<file path="src/design/mck_pkg.sv">
// ============================================================================
// Morse code keyer package
// Widths, register indexes, reset timings, command type and symbol tables.
// ============================================================================
package mck_pkg;

    // Field widths.
    localparam int CHAR_W   = 8;
    localparam int DUR_W    = 16;
    localparam int LEN_W    = 3;
    localparam int PAT_W    = 5;
    localparam int CFG_IDX_W = 3;

    // Default depth of the command queue between front and back end.
    localparam int QUEUE_DEPTH_DEFAULT = 2;

    // Configuration register indexes.
    localparam logic [CFG_IDX_W-1:0] CFG_DOT         = 3'd0;
    localparam logic [CFG_IDX_W-1:0] CFG_DASH        = 3'd1;
    localparam logic [CFG_IDX_W-1:0] CFG_ELEMENT_GAP = 3'd2;
    localparam logic [CFG_IDX_W-1:0] CFG_LETTER_GAP  = 3'd3;
    localparam logic [CFG_IDX_W-1:0] CFG_WORD_GAP    = 3'd4;

    // Timing values after reset, in milliseconds.
    localparam logic [DUR_W-1:0] DOT_RESET         = 16'd200;
    localparam logic [DUR_W-1:0] DASH_RESET        = 16'd600;
    localparam logic [DUR_W-1:0] ELEMENT_GAP_RESET = 16'd200;
    localparam logic [DUR_W-1:0] LETTER_GAP_RESET  = 16'd600;
    localparam logic [DUR_W-1:0] WORD_GAP_RESET    = 16'd1400;

    // Character codes used for classification.
    localparam logic [CHAR_W-1:0] CHAR_UPPER_A = 8'h41;
    localparam logic [CHAR_W-1:0] CHAR_UPPER_Z = 8'h5A;
    localparam logic [CHAR_W-1:0] CHAR_LOWER_A = 8'h61;
    localparam logic [CHAR_W-1:0] CHAR_LOWER_Z = 8'h7A;
    localparam logic [CHAR_W-1:0] CHAR_ZERO    = 8'h30;
    localparam logic [CHAR_W-1:0] CHAR_NINE    = 8'h39;
    localparam logic [CHAR_W-1:0] CHAR_SPACE   = 8'h20;

    // Segment timings as handed to the back end.
    typedef struct packed {
        logic [DUR_W-1:0] dot;
        logic [DUR_W-1:0] dash;
        logic [DUR_W-1:0] element_gap;
        logic [DUR_W-1:0] letter_gap;
        logic [DUR_W-1:0] word_gap;
    } mck_timing_t;

    // Classified character. The pattern is left aligned: the first element
    // sits in the top bit, 1 for a dash and 0 for a dot.
    typedef struct packed {
        logic             word_gap;
        logic [LEN_W-1:0] len;
        logic [PAT_W-1:0] pattern;
    } mck_cmd_t;

    // Letter table: element count in the top three bits, pattern below,
    // first element in the highest used bit.
    function automatic logic [7:0] letter_sym(input logic [4:0] idx);
        logic [7:0] sym;
        case (idx)
            5'd0:    sym = {3'd2, 5'h01};
            5'd1:    sym = {3'd4, 5'h08};
            5'd2:    sym = {3'd4, 5'h0A};
            5'd3:    sym = {3'd3, 5'h04};
            5'd4:    sym = {3'd1, 5'h00};
            5'd5:    sym = {3'd4, 5'h02};
            5'd6:    sym = {3'd3, 5'h06};
            5'd7:    sym = {3'd4, 5'h00};
            5'd8:    sym = {3'd2, 5'h00};
            5'd9:    sym = {3'd4, 5'h07};
            5'd10:   sym = {3'd3, 5'h05};
            5'd11:   sym = {3'd4, 5'h04};
            5'd12:   sym = {3'd2, 5'h03};
            5'd13:   sym = {3'd2, 5'h02};
            5'd14:   sym = {3'd3, 5'h07};
            5'd15:   sym = {3'd4, 5'h06};
            5'd16:   sym = {3'd4, 5'h0D};
            5'd17:   sym = {3'd3, 5'h02};
            5'd18:   sym = {3'd3, 5'h00};
            5'd19:   sym = {3'd1, 5'h01};
            5'd20:   sym = {3'd3, 5'h01};
            5'd21:   sym = {3'd4, 5'h01};
            5'd22:   sym = {3'd3, 5'h03};
            5'd23:   sym = {3'd4, 5'h09};
            5'd24:   sym = {3'd4, 5'h0B};
            5'd25:   sym = {3'd4, 5'h0C};
            default: sym = 8'h00;
        endcase
        return sym;
    endfunction

    // Digit table, same layout; every digit has five elements.
    function automatic logic [7:0] digit_sym(input logic [3:0] idx);
        logic [7:0] sym;
        case (idx)
            4'd0:    sym = {3'd5, 5'h1F};
            4'd1:    sym = {3'd5, 5'h0F};
            4'd2:    sym = {3'd5, 5'h07};
            4'd3:    sym = {3'd5, 5'h03};
            4'd4:    sym = {3'd5, 5'h01};
            4'd5:    sym = {3'd5, 5'h00};
            4'd6:    sym = {3'd5, 5'h10};
            4'd7:    sym = {3'd5, 5'h18};
            4'd8:    sym = {3'd5, 5'h1C};
            4'd9:    sym = {3'd5, 5'h1E};
            default: sym = 8'h00;
        endcase
        return sym;
    endfunction

    // Turns a character code into a command for the back end.
    function automatic mck_cmd_t classify(input logic [CHAR_W-1:0] code);
        mck_cmd_t          cmd;
        logic [7:0]        sym;
        logic [CHAR_W-1:0] offs;
        logic [LEN_W-1:0]  len;
        logic [PAT_W-1:0]  pat;
        cmd  = '0;
        sym  = 8'h00;
        offs = '0;
        if (code >= CHAR_UPPER_A && code <= CHAR_UPPER_Z) begin
            offs = code - CHAR_UPPER_A;
            sym  = letter_sym(offs[4:0]);
        end else if (code >= CHAR_LOWER_A && code <= CHAR_LOWER_Z) begin
            offs = code - CHAR_LOWER_A;
            sym  = letter_sym(offs[4:0]);
        end else if (code >= CHAR_ZERO && code <= CHAR_NINE) begin
            offs = code - CHAR_ZERO;
            sym  = digit_sym(offs[3:0]);
        end else if (code == CHAR_SPACE) begin
            cmd.word_gap = 1'b1;
        end
        len = sym[7:5];
        pat = sym[4:0];
        cmd.len     = len;
        cmd.pattern = PAT_W'(pat << (LEN_W'(PAT_W) - len));
        return cmd;
    endfunction

endpackage

</file>
<file path="src/design/mck_front.sv">
// ============================================================================
// Morse code keyer front end
// Accepts character items, classifies them and holds one command for the queue.
// ============================================================================
module mck_front
(
    input  logic                       clk,
    input  logic                       rst_n,
    input  logic                       char_valid,
    output logic                       char_stall,
    input  logic [mck_pkg::CHAR_W-1:0] char_code,
    input  logic                       q_full,
    output logic                       q_push,
    output mck_pkg::mck_cmd_t          q_data
);

    logic              front_valid_reg;
    logic              front_valid_next;
    mck_pkg::mck_cmd_t cmd_reg;
    logic              accept;

    // The held command moves on whenever the queue has room.
    assign q_push     = front_valid_reg && !q_full;
    assign q_data     = cmd_reg;
    assign char_stall = front_valid_reg && q_full;
    assign accept     = char_valid && !char_stall;

    // Occupancy of the classification stage.
    always_comb
    begin
        front_valid_next = front_valid_reg;
        if (accept)
        begin
            front_valid_next = 1'b1;
        end
        else if (q_push)
        begin
            front_valid_next = 1'b0;
        end
    end

    always_ff @(posedge clk or negedge rst_n)
    begin
        if (!rst_n)
        begin
            front_valid_reg <= 1'b0;
        end
        else
        begin
            front_valid_reg <= front_valid_next;
        end
    end

    // Classified command, captured with each accepted item.
    always_ff @(posedge clk)
    begin
        if (accept)
        begin
            cmd_reg <= mck_pkg::classify(char_code);
        end
    end

endmodule

</file>
<file path="src/design/mck_queue.sv">
// ============================================================================
// Morse code keyer command queue
// Small first-in first-out store that decouples front and back end.
// ============================================================================
module mck_queue
#(
    parameter int DEPTH = mck_pkg::QUEUE_DEPTH_DEFAULT
)
(
    input  logic              clk,
    input  logic              rst_n,
    input  logic              push,
    input  mck_pkg::mck_cmd_t push_data,
    input  logic              pop,
    output mck_pkg::mck_cmd_t head,
    output logic              full,
    output logic              empty
);

    localparam int PTR_W = (DEPTH > 1) ? $clog2(DEPTH) : 1;
    localparam int CNT_W = $clog2(DEPTH + 1);

    mck_pkg::mck_cmd_t mem [DEPTH];
    logic [PTR_W-1:0]  wr_ptr_reg;
    logic [PTR_W-1:0]  wr_ptr_next;
    logic [PTR_W-1:0]  rd_ptr_reg;
    logic [PTR_W-1:0]  rd_ptr_next;
    logic [CNT_W-1:0]  count_reg;
    logic [CNT_W-1:0]  count_next;

    assign full  = (count_reg == CNT_W'(DEPTH));
    assign empty = (count_reg == '0);
    assign head  = mem[rd_ptr_reg];

    // Pointer wrap and fill count.
    always_comb
    begin
        wr_ptr_next = wr_ptr_reg;
        rd_ptr_next = rd_ptr_reg;
        count_next  = count_reg;
        if (push)
        begin
            wr_ptr_next = (wr_ptr_reg == PTR_W'(DEPTH - 1)) ? '0 : wr_ptr_reg + 1'b1;
        end
        if (pop)
        begin
            rd_ptr_next = (rd_ptr_reg == PTR_W'(DEPTH - 1)) ? '0 : rd_ptr_reg + 1'b1;
        end
        if (push && !pop)
        begin
            count_next = count_reg + 1'b1;
        end
        else if (pop && !push)
        begin
            count_next = count_reg - 1'b1;
        end
    end

    always_ff @(posedge clk or negedge rst_n)
    begin
        if (!rst_n)
        begin
            wr_ptr_reg <= '0;
            rd_ptr_reg <= '0;
            count_reg  <= '0;
        end
        else
        begin
            wr_ptr_reg <= wr_ptr_next;
            rd_ptr_reg <= rd_ptr_next;
            count_reg  <= count_next;
        end
    end

    // Entry storage.
    always_ff @(posedge clk)
    begin
        if (push)
        begin
            mem[wr_ptr_reg] <= push_data;
        end
    end

endmodule

</file>
<file path="src/design/mck_back.sv">
// ============================================================================
// Morse code keyer back end
// Sequencer that walks one command and emits one segment item per clock while the output is not stalled.
// ============================================================================
module mck_back
(
    input  logic                      clk,
    input  logic                      rst_n,
    input  mck_pkg::mck_timing_t      timing,
    input  logic                      q_empty,
    input  mck_pkg::mck_cmd_t         q_head,
    output logic                      q_pop,
    output logic                      seg_valid,
    input  logic                      seg_stall,
    output logic                      led_on,
    output logic [mck_pkg::DUR_W-1:0] duration_ms,
    output logic                      last_segment
);

    typedef enum logic [4:0] {
        ST_IDLE   = 5'b00001,
        ST_WORD   = 5'b00010,
        ST_MARK   = 5'b00100,
        ST_SPACE  = 5'b01000,
        ST_LETTER = 5'b10000
    } state_t;

    state_t                         state_reg;
    state_t                         state_next;
    logic [mck_pkg::PAT_W-1:0]      pattern_reg;
    logic [mck_pkg::PAT_W-1:0]      pattern_next;
    logic [mck_pkg::LEN_W-1:0]      count_reg;
    logic [mck_pkg::LEN_W-1:0]      count_next;
    logic                           seg_valid_reg;
    logic                           seg_valid_next;
    logic                           led_on_reg;
    logic                           led_on_next;
    logic [mck_pkg::DUR_W-1:0]      duration_reg;
    logic [mck_pkg::DUR_W-1:0]      duration_next;
    logic                           last_reg;
    logic                           last_next;
    logic                           out_free;
    logic                           emit;
    logic                           load;

    assign out_free     = !seg_valid_reg || !seg_stall;
    assign seg_valid    = seg_valid_reg;
    assign led_on       = led_on_reg;
    assign duration_ms  = duration_reg;
    assign last_segment = last_reg;

    // Segment sequencing: optional word gap, mark and space per element,
    // then the letter gap, which also picks up the next command.
    always_comb
    begin
        state_next    = state_reg;
        pattern_next  = pattern_reg;
        count_next    = count_reg;
        led_on_next   = led_on_reg;
        duration_next = duration_reg;
        last_next     = last_reg;
        emit          = 1'b0;
        load          = 1'b0;
        q_pop         = 1'b0;
        case (state_reg)
            ST_IDLE:
            begin
                if (!q_empty)
                begin
                    load = 1'b1;
                end
            end
            ST_WORD:
            begin
                if (out_free)
                begin
                    emit          = 1'b1;
                    led_on_next   = 1'b0;
                    duration_next = timing.word_gap;
                    last_next     = 1'b0;
                    state_next    = (count_reg == '0) ? ST_LETTER : ST_MARK;
                end
            end
            ST_MARK:
            begin
                if (out_free)
                begin
                    emit          = 1'b1;
                    led_on_next   = 1'b1;
                    duration_next = pattern_reg[mck_pkg::PAT_W-1] ? timing.dash : timing.dot;
                    last_next     = 1'b0;
                    state_next    = ST_SPACE;
                end
            end
            ST_SPACE:
            begin
                if (out_free)
                begin
                    emit          = 1'b1;
                    led_on_next   = 1'b0;
                    duration_next = timing.element_gap;
                    last_next     = 1'b0;
                    pattern_next  = {pattern_reg[mck_pkg::PAT_W-2:0], 1'b0};
                    count_next    = count_reg - 1'b1;
                    state_next    = (count_reg == mck_pkg::LEN_W'(1)) ? ST_LETTER : ST_MARK;
                end
            end
            ST_LETTER:
            begin
                if (out_free)
                begin
                    emit          = 1'b1;
                    led_on_next   = 1'b0;
                    duration_next = timing.letter_gap;
                    last_next     = 1'b1;
                    if (!q_empty)
                    begin
                        load = 1'b1;
                    end
                    else
                    begin
                        state_next = ST_IDLE;
                    end
                end
            end
            default:
            begin
                state_next = ST_IDLE;
            end
        endcase

        // Taking a new command from the queue.
        if (load)
        begin
            q_pop        = 1'b1;
            pattern_next = q_head.pattern;
            count_next   = q_head.len;
            if (q_head.word_gap)
            begin
                state_next = ST_WORD;
            end
            else if (q_head.len != '0)
            begin
                state_next = ST_MARK;
            end
            else
            begin
                state_next = ST_LETTER;
            end
        end

        // Output register: a new segment replaces one that has been taken.
        if (emit)
        begin
            seg_valid_next = 1'b1;
        end
        else if (out_free)
        begin
            seg_valid_next = 1'b0;
        end
        else
        begin
            seg_valid_next = seg_valid_reg;
        end
    end

    always_ff @(posedge clk or negedge rst_n)
    begin
        if (!rst_n)
        begin
            state_reg     <= ST_IDLE;
            count_reg     <= '0;
            seg_valid_reg <= 1'b0;
        end
        else
        begin
            state_reg     <= state_next;
            count_reg     <= count_next;
            seg_valid_reg <= seg_valid_next;
        end
    end

    // Payload registers.
    always_ff @(posedge clk)
    begin
        pattern_reg  <= pattern_next;
        led_on_reg   <= led_on_next;
        duration_reg <= duration_next;
        last_reg     <= last_next;
    end

endmodule

</file>
<file path="src/design/morse_code_keyer.sv">
// ============================================================================
// Morse code keyer
// Turns character items into timed LED segment items in International Morse.
// ============================================================================
// Each accepted character yields one to eleven segment items: a space gives a
// word gap and the letter gap, a letter or digit gives a mark and an element
// gap per dot or dash and then the letter gap, any other code the letter gap
// alone. The back-end sequencer emits one segment per clock while the output
// is not stalled. The front end registers the classified command of each
// character, and a queue of QUEUE_DEPTH commands lets new characters be taken
// while earlier ones are still being keyed. Timing registers are written
// through the configuration port, which is always ready; writes should only
// be made while no character is in flight.
module morse_code_keyer
#(
    parameter int QUEUE_DEPTH = mck_pkg::QUEUE_DEPTH_DEFAULT
)
(
    input  logic                          clk,
    input  logic                          rst_n,
    input  logic                          char_valid,
    output logic                          char_stall,
    input  logic [mck_pkg::CHAR_W-1:0]    char_code,
    output logic                          seg_valid,
    input  logic                          seg_stall,
    output logic                          led_on,
    output logic [mck_pkg::DUR_W-1:0]     duration_ms,
    output logic                          last_segment,
    input  logic                          cfg_valid,
    output logic                          cfg_ready,
    input  logic [mck_pkg::CFG_IDX_W-1:0] cfg_index,
    input  logic [mck_pkg::DUR_W-1:0]     cfg_data
);

    mck_pkg::mck_timing_t timing_reg;
    mck_pkg::mck_cmd_t    push_data;
    mck_pkg::mck_cmd_t    q_head;
    logic                 q_push;
    logic                 q_pop;
    logic                 q_full;
    logic                 q_empty;

    assign cfg_ready = 1'b1;

    // Timing registers; writes to unknown indexes are dropped.
    always_ff @(posedge clk or negedge rst_n)
    begin
        if (!rst_n)
        begin
            timing_reg.dot         <= mck_pkg::DOT_RESET;
            timing_reg.dash        <= mck_pkg::DASH_RESET;
            timing_reg.element_gap <= mck_pkg::ELEMENT_GAP_RESET;
            timing_reg.letter_gap  <= mck_pkg::LETTER_GAP_RESET;
            timing_reg.word_gap    <= mck_pkg::WORD_GAP_RESET;
        end
        else if (cfg_valid && cfg_ready)
        begin
            case (cfg_index)
                mck_pkg::CFG_DOT:         timing_reg.dot         <= cfg_data;
                mck_pkg::CFG_DASH:        timing_reg.dash        <= cfg_data;
                mck_pkg::CFG_ELEMENT_GAP: timing_reg.element_gap <= cfg_data;
                mck_pkg::CFG_LETTER_GAP:  timing_reg.letter_gap  <= cfg_data;
                mck_pkg::CFG_WORD_GAP:    timing_reg.word_gap    <= cfg_data;
                default:                  timing_reg             <= timing_reg;
            endcase
        end
    end

    // Classification of incoming characters.
    mck_front u_front
    (
        .clk        (clk),
        .rst_n      (rst_n),
        .char_valid (char_valid),
        .char_stall (char_stall),
        .char_code  (char_code),
        .q_full     (q_full),
        .q_push     (q_push),
        .q_data     (push_data)
    );

    // Command queue between the two halves.
    mck_queue #(
        .DEPTH (QUEUE_DEPTH)
    ) u_queue
    (
        .clk       (clk),
        .rst_n     (rst_n),
        .push      (q_push),
        .push_data (push_data),
        .pop       (q_pop),
        .head      (q_head),
        .full      (q_full),
        .empty     (q_empty)
    );

    // Segment sequencer and output register.
    mck_back u_back
    (
        .clk          (clk),
        .rst_n        (rst_n),
        .timing       (timing_reg),
        .q_empty      (q_empty),
        .q_head       (q_head),
        .q_pop        (q_pop),
        .seg_valid    (seg_valid),
        .seg_stall    (seg_stall),
        .led_on       (led_on),
        .duration_ms  (duration_ms),
        .last_segment (last_segment)
    );

endmodule

</file>
<file path="config.mk">
export PLATFORM = sky130hd
export DESIGN_NAME = morse_code_keyer
export DESIGN_NICKNAME = d
export VERILOG_FILES = /design/src/design/mck_pkg.sv /design/src/design/mck_front.sv /design/src/design/mck_queue.sv /design/src/design/mck_back.sv /design/src/design/morse_code_keyer.sv
export SDC_FILE = /design/constraint.sdc
export NUM_CORES = 1
export LEC_CHECK = 0
export BUFFER_PORTS_ARGS = -buffer_cell sky130_fd_sc_hd__buf_2
export CORE_ASPECT_RATIO = 0.75
export CORE_MARGIN = 5
export CORE_UTILIZATION = 55
export DETAILED_ROUTE_END_ITERATION = 16
export PLACE_DENSITY = 0.84
export SETUP_SLACK_MARGIN = 0.05
export SLEW_MARGIN = 25
export SYNTH_ARGS = -nofsm -noshare
export SYNTH_HDL_FRONTEND = slang
export SYNTH_HIERARCHICAL = 1
export SYNTH_SLANG_ARGS = --single-unit
</file>
<file path="constraint.sdc">
create_clock -name clk -period 4.75 [get_ports clk]
set_input_delay 0 -clock clk [delete_from_list [all_inputs] [get_ports clk]]
set_output_delay 0 -clock clk [all_outputs]
set_load 0.02 [all_outputs]
</file>
# Yosys cells after proc, flatten, opt, wreduce, memory -nomap -nowiden
# Memories as Yosys holds them, arrays and structs flattened.
# Index checks and enable logic that the tools add are counted.
# W data, S select, Z words.
dict set report word_totals {
  regBits 126
  ram_bits 18
  rom_bits 560
  output_inout_bits 21
  word_cells 151
  n_memories 4
}
# memory depth width read_ports rd_ports_with_merged_regs write_ports line
set mem_list {}
lappend mem_list {{(no name shown)} 32 7 1 0 0 mck_pkg.sv:61} ;# case (idx)
lappend mem_list {{(no name shown)} 32 7 1 0 0 mck_pkg.sv:61}
lappend mem_list {{(no name shown)} 16 7 1 0 0 mck_pkg.sv:96} ;# case (idx)
lappend mem_list {u_queue.mem 2 9 1 0 1 mck_queue.sv:23} ;# mck_pkg::mck_cmd_t mem [DEPTH];
dict set report op_classes {
  addsub 9
  n_lt_le_gt_ge 6
  eq_ne 24
  shift 1
  n_mux 47
  reduce_logical 41
}
# cell count
set ops {}
lappend ops {{$mux W16} 5}
lappend ops {{$mux W5} 13}
lappend ops {{$pmux W16 S4} 1}
lappend ops {{$mux W8} 4}
lappend ops {{$pmux W5 S5} 1}
lappend ops {{$ge A8 B7 Y1 const B} 2}
lappend ops {{$le A8 B7 Y1 const B} 2}
lappend ops {{$mux W1} 15}
lappend ops {{$ne A3 B1 Y1 const B} 5}
lappend ops {{$ne A2 B1 Y1 const B} 7}
lappend ops {{$reduce_bool A2 Y1} 7}
lappend ops {{$reduce_and A2 Y1} 6}
lappend ops {{$sub A5 B1 Y5 const B} 2}
lappend ops {{$mux W3} 3}
lappend ops {{$reduce_or A3 Y1} 3}
lappend ops {{$eq A8 B6 Y1 const B} 1}
lappend ops {{$ge A8 B6 Y1 const B} 1}
lappend ops {{$le A8 B6 Y1 const B} 1}
lappend ops {{$logic_and A1 B1 Y1} 8}
lappend ops {{$eq A3 B1 Y1 const B} 2}
lappend ops {{$eq A3 B2 Y1 const B} 2}
lappend ops {{$logic_not A1 Y1} 6}
lappend ops {{$logic_not A3 Y1} 2}
lappend ops {{$pmux W1 S2} 3}
lappend ops {{other kinds (23)} 26}

# Logic depth before layout (Yosys ltp)
dict set report logic_depth {
  ltp_word 8
  depth_mapped 13
}

# Hierarchy
# Netlist, hierarchy kept.
# module n_inst cells_each area_per_inst_um2 seq_area_each_um2
set modules_own_cells {}
lappend modules_own_cells {morse_code_keyer 1 175 3086.7 2026.9}
lappend modules_own_cells {mck_back 1 204 2108.3 917.1}
lappend modules_own_cells {mck_front 1 164 1422.6 295.3}
lappend modules_own_cells {mck_queue 1 44 842.1 640.6}

# Least setup slack after synthesis
# OpenSTA, ideal clock, no wires.
dict set report synth_timing {
  path_kind {register to register}
  start {reg u_back.state_reg[1]}
  end {reg u_back.duration_reg (netlist bit u_back/duration_ms[0]), enable pin}
  setup_time_ns 0.414
  arrival_ns 2.495
  t_required_ns 4.336
  slack_ns 1.841
  stages_incl_launch_ff 8
  path_buffers 3
  synth_period_minus_slack_ns 2.909
  path_cell_list {dfrtp_1 buf_6 or2_1 buf_6 nor3_1 buf_4 nor3_2 a21boi_0}
}
dict set report synth_via {
  elab_chain_len 3
  elab_cells_between_ends 10
  cone_classes {eq/ne: 8; reduce/logical: 2}
}
# item line
set synth_rtl {}
lappend synth_rtl {{start, declared} mck_back.sv:28} ;# state_t state_reg;
lappend synth_rtl {{start signal, assigned} mck_back.sv:177} ;# state_reg <= state_next;
lappend synth_rtl {{$eq A5 B4 Y1, or another cell as far along} mck_back.sv:65} ;# case (state_reg)
lappend synth_rtl {{$ne A2 B1 Y1 (no source line) or $reduce_bool A4 Y1 (tied branches)} n/a}
lappend synth_rtl {{$reduce_and A5 Y1 (no source line) *} n/a}
lappend synth_rtl {{end signal, assigned} mck_back.sv:188} ;# duration_reg <= duration_next;
lappend synth_rtl {{end, declared} mck_back.sv:38} ;# logic [mck_pkg::DUR_W-1:0] duration_reg;
# Mark *: on every way between the ends. The rest lies on a longest branch, timed or not.
# A chain may end at the register's enable or synchronous reset.

# Final worst setup path
dict set report layout_timing {
  start {in char_code[0] in the netlist's numbering}
  end {reg u_front.cmd_reg (netlist bit u_front/q_data[4]) (data pin)}
}
dict set report layout_via {
  elab_chain_len 8
  elab_cells_between_ends 21
  cone_classes {add/sub: 4; order compare: 6; shift: 1; mux: 4; reduce/logical: 3; memory: 3}
}
# item line
set layout_rtl {}
lappend layout_rtl {{start, declared} morse_code_keyer.sv:23} ;# input logic [mck_pkg::CHAR_W-1:0] char_code,
lappend layout_rtl {{$sub A4 B1 Y4, or another cell as far along} mck_pkg.sv:129} ;# offs = code - CHAR_ZERO;
lappend layout_rtl {{$mem_v2 Z16 W7 or $logic_and A1 B1 Y1 (tied branches)} n/a}
lappend layout_rtl {{$mux W8} mck_pkg.sv:128} ;# end else if (code >= CHAR_ZERO && code <= CHAR_NINE) begin
lappend layout_rtl {{$mux W8} mck_pkg.sv:125} ;# end else if (code >= CHAR_LOWER_A && code <= CHAR_LOWER_Z) begin
lappend layout_rtl {{$mux W8 *} mck_pkg.sv:122} ;# if (code >= CHAR_UPPER_A && code <= CHAR_UPPER_Z) begin
lappend layout_rtl {{$mux W8 *} mck_front.sv:57} ;# if (accept)
lappend layout_rtl {{$sub A3 B3 Y3} mck_pkg.sv:137} ;# cmd.pattern = PAT_W'(pat << (LEN_W'(PAT_W) - len));
lappend layout_rtl {{$shl A5 B3 Y5 *} mck_pkg.sv:137}
lappend layout_rtl {{end signal, assigned} mck_front.sv:59} ;# cmd_reg <= mck_pkg::classify(char_code);
lappend layout_rtl {{end, declared} mck_front.sv:19} ;# mck_pkg::mck_cmd_t cmd_reg;
# Mark *: on every way between the ends. The rest lies on a longest branch, timed or not. The select of a mux whose other input is x is not followed.

==> flow_summary.json <==
{
  "antenna_found_initial": 0,
  "drive_gt1_share_pct": 38.8,
  "max_freq_mhz": 356,
  "grt_max_degree": 62,
  "clock_sinks": 144,
  "yosys_warnings": 6,
  "setup_viol": 0,
  "drt_wl_total_mm": 17.0,
  "io_buffers": 51,
  "final_common_cell": "mux2_2",
  "ys_seq_area_share_pct": 52.0,
  "grt_usage_pct": 22.0,
  "clk_latency_ps": 420,
  "ys_ff_latch": 144,
  "die_y_microns": 111,
  "overflow": 0,
  "cts_tree": "yes",
  "hold_viol": 0,
  "combPwrFrac_pct": 28.4,
  "die_w_microns": 144,
  "drt_iter0_markers": 435,
  "tightest_slew_ps": 914,
  "core_area_sq_um": 13200,
  "pwr-share-seq_pct": 43.7,
  "pre_cts_ws_ps": 1570,
  "place.gp.congestion": 0.914,
  "power_leakage_uw": 0.00339,
  "fin_crit_sh_pct": 59.2,
  "clkPwrFrac_pct": 27.9,
  "fin_ws_ps": 1940,
  "ant_nets": 0,
  "end_kind": "register",
  "maxCapViolations": 0,
  "ir_worst_vdd_mv": 0.313,
  "synth_async_sr_flop_share_pct": 65.3,
  "slew_violations": 0,
  "syn_inst": 587,
  "worstHoldStart": "char_code[5]",
  "routed_via_density": 6.10,
  "yosysTopAreaCell": "dfrtp_1",
  "nFillCells": 930,
  "numCtsBuffers": 17,
  "synthToLayoutAreaGrowth_pct": 13.9,
  "synth.avg_cell_area_sq_um": 12.7,
  "worstSetupStartpointType": "input pin",
  "htree_levels": 4,
  "synthDistinctLibCells": 87,
  "start_util_pct": 56.7,
  "ioPinCount": 53,
  "wire_per_inst_microns": 20.5,
  "design.die.area_sq_um": 16000,
  "largest_reg_flops": 80,
  "ys.flop_type": "dfrtp_1",
  "ctsLongestPathBuffers": 2,
  "rsz0062_at_grt": "false",
  "setup_tns_ps": 0,
  "slew_headroom_pct": 38.6,
  "cp_data_arrival_time_ps": 3080,
  "p_per_area_nw_per_um2": 523,
  "fin_nets": 690,
  "path_clk_slew_ps": 60,
  "netlist.area_leader.share_pct": 24.5,
  "post-route-min-period_ps": 2810,
  "via_count": 5059,
  "hold_path_depth": 2,
  "firstDrtPassIters": 5,
  "dp_hpwl_mm": 11.1,
  "drc": 0,
  "cp.required_ps": 5020,
  "rows": 36,
  "worstRegToRegCells": 6,
  "p_switching_uw": 1490,
  "final_cell_mix": "97 x mux2_2, 73 x dfrtp_1, 50 x buf_2, 50 x edfxtp_1, 44 x nor2_1",
  "cts_root_buf": "clkbuf_16",
  "whs_endpoint": "u_front/q_data[8]$_SDFFCE_PP0P_",
  "intPower_uw": 2960,
  "synth_edf_count": 50,
  "hp-class": "input pin to register",
  "crit-reg2reg-capture": "u_back/duration_ms[7]$_DFFE_PP_",
  "cp_max_fo": 17,
  "n_antenna_cell": 0,
  "skew_ps": 7.71,
  "status": "finished, final reports clean",
  "switching_share_pct": 33.4,
  "first_global_vias": 5194,
  "grt_pass1_wl_mm": 27.6,
  "timing.rr.start": "u_back/state_reg[1]$_DFFE_PN0P_",
  "synth_area_leaders": "dfrtp_1 24%, edfxtp_1 20%, mux2_2 15%, dfstp_2 7.4%, mux2i_1 2.8%",
  "crit_type": "input pin to register",
  "r2r_setup_slack_ps": 2120,
  "syn_nets": 632,
  "syn_area_sq_um": 7460
}
[synthesized netlist by cell type (6+ instances only)]
cell type / number
mux2_2: 97
dfrtp_1: 73
edfxtp_1: 50
nor2_1: 44
dfstp_2: 21
mux2i_1: 21
nand2_1: 18
a221oi_1: 15
o21ai_0: 15
a21oi_1: 13
ha_1: 13
inv_1: 12
buf_2: 11
buf_6: 11
nand3_1: 11
nor2b_1: 10
nand2b_1: 9
nor3_1: 8
a21oi_2: 7
buf_4: 7
o211ai_1: 7
xor2_1: 7
nor2_2: 6
[how the worst max path moves through the flow]
stage,start,end,cells after the start,slack (ps)
final,char_code[0],u_front/q_data[4]$_DFFE_PP_,12,1940
after global routing,char_code[0],u_front/q_data[4]$_DFFE_PP_,12,1780
after CTS,u_back/state_reg[1]$_DFFE_PN0P_,u_back/duration_ms[10]$_DFFE_PP_,5,1940
after detailed placement,char_code[0],u_front/q_data[4]$_DFFE_PP_,12,1570
after global placement,char_code[0],u_front/q_data[4]$_DFFE_PP_,12,1730
after floorplan,u_back/state_reg[1]$_DFFE_PN0P_,u_back/duration_ms[0]$_DFFE_PP_,7,1840
[power groups by stage]
stage                     clock network, uW  logic, uW  registers, uW
after global placement                    0       1130           1960
after detailed placement                  0       1220           1960
after floorplan                           0        954           1910
after CTS                              1250       1250           1940
final                                  1240       1260           1940
after global routing                   1310       1360           1980
[area by class of cell]
class	instances	area, sq um	share of cell area (%)
repair buffers	76	504	5.93
inverters	12	45.0	0.530
clock buffers	17	425	5.01
clock inverters	15	125	1.47
multi-input cells	394	3300	38.9
well taps	171	214	2.52
flip-flops and latches	144	3880	45.7
[metrics by stage]
stage	area (sq um)	total power [uW]	instances	hold slack (ps)	utilization [%]
floorplan	7460	2860	587	-296	-
global placement	7720	3080	776	-36.2	58.7
detailed placement	7750	3170	778	-31.8	58.9
CTS	8490	4440	829	17.4	64.6
global route	8500	4660	829	38.6	64.6
finish	8500	4440	829	30.1	64.6
[metal layers]
metal	vias to the layer above	wire (microns)	part of all wire (%)	global-route usage, %
li1	2305	-	-	-
met1	2509	7570	45	31.0
met2	216	8140	48	34.2
met3	29	1030	6.0	4.74
met4	0	246	1.4	6.53
met5	-	0	0	0
[kinds of logic after synthesis]
| group | count (synthesis) | share of synthesized area, % |
|---|---|---|
| other | 1 | 0.0503 |
| XOR/XNOR | 12 | 1.71 |
| buffers and inverters | 49 | 4.13 |
| adder cells (fa/ha/maj) | 14 | 2.33 |
| AO/OA/AOI/OAI | 104 | 10.7 |
| AND/OR/NAND/NOR | 143 | 11.2 |
| flip-flops | 144 | 52.0 |
| multiplexers | 120 | 17.8 |
[critical path, stage by stage]
cell	delay, ps
buf_2	210
inv_1	260
ha_1	450
nor3b_4	420
xnor2_2	250
o211ai_1	190
a31oi_2	310
inv_1	110
ha_1	340
or2_4	280
nand2b_1	170
o211ai_2	80
[repair_timing]
item / 4_1_cts / 5_1_grt
hold endpoints to repair: 115 / 0
buffers inserted: 0 / 0
hold buffers: 19 / 0
resized for setup: 0 / 0
Power figures use the tool's default switching activity.
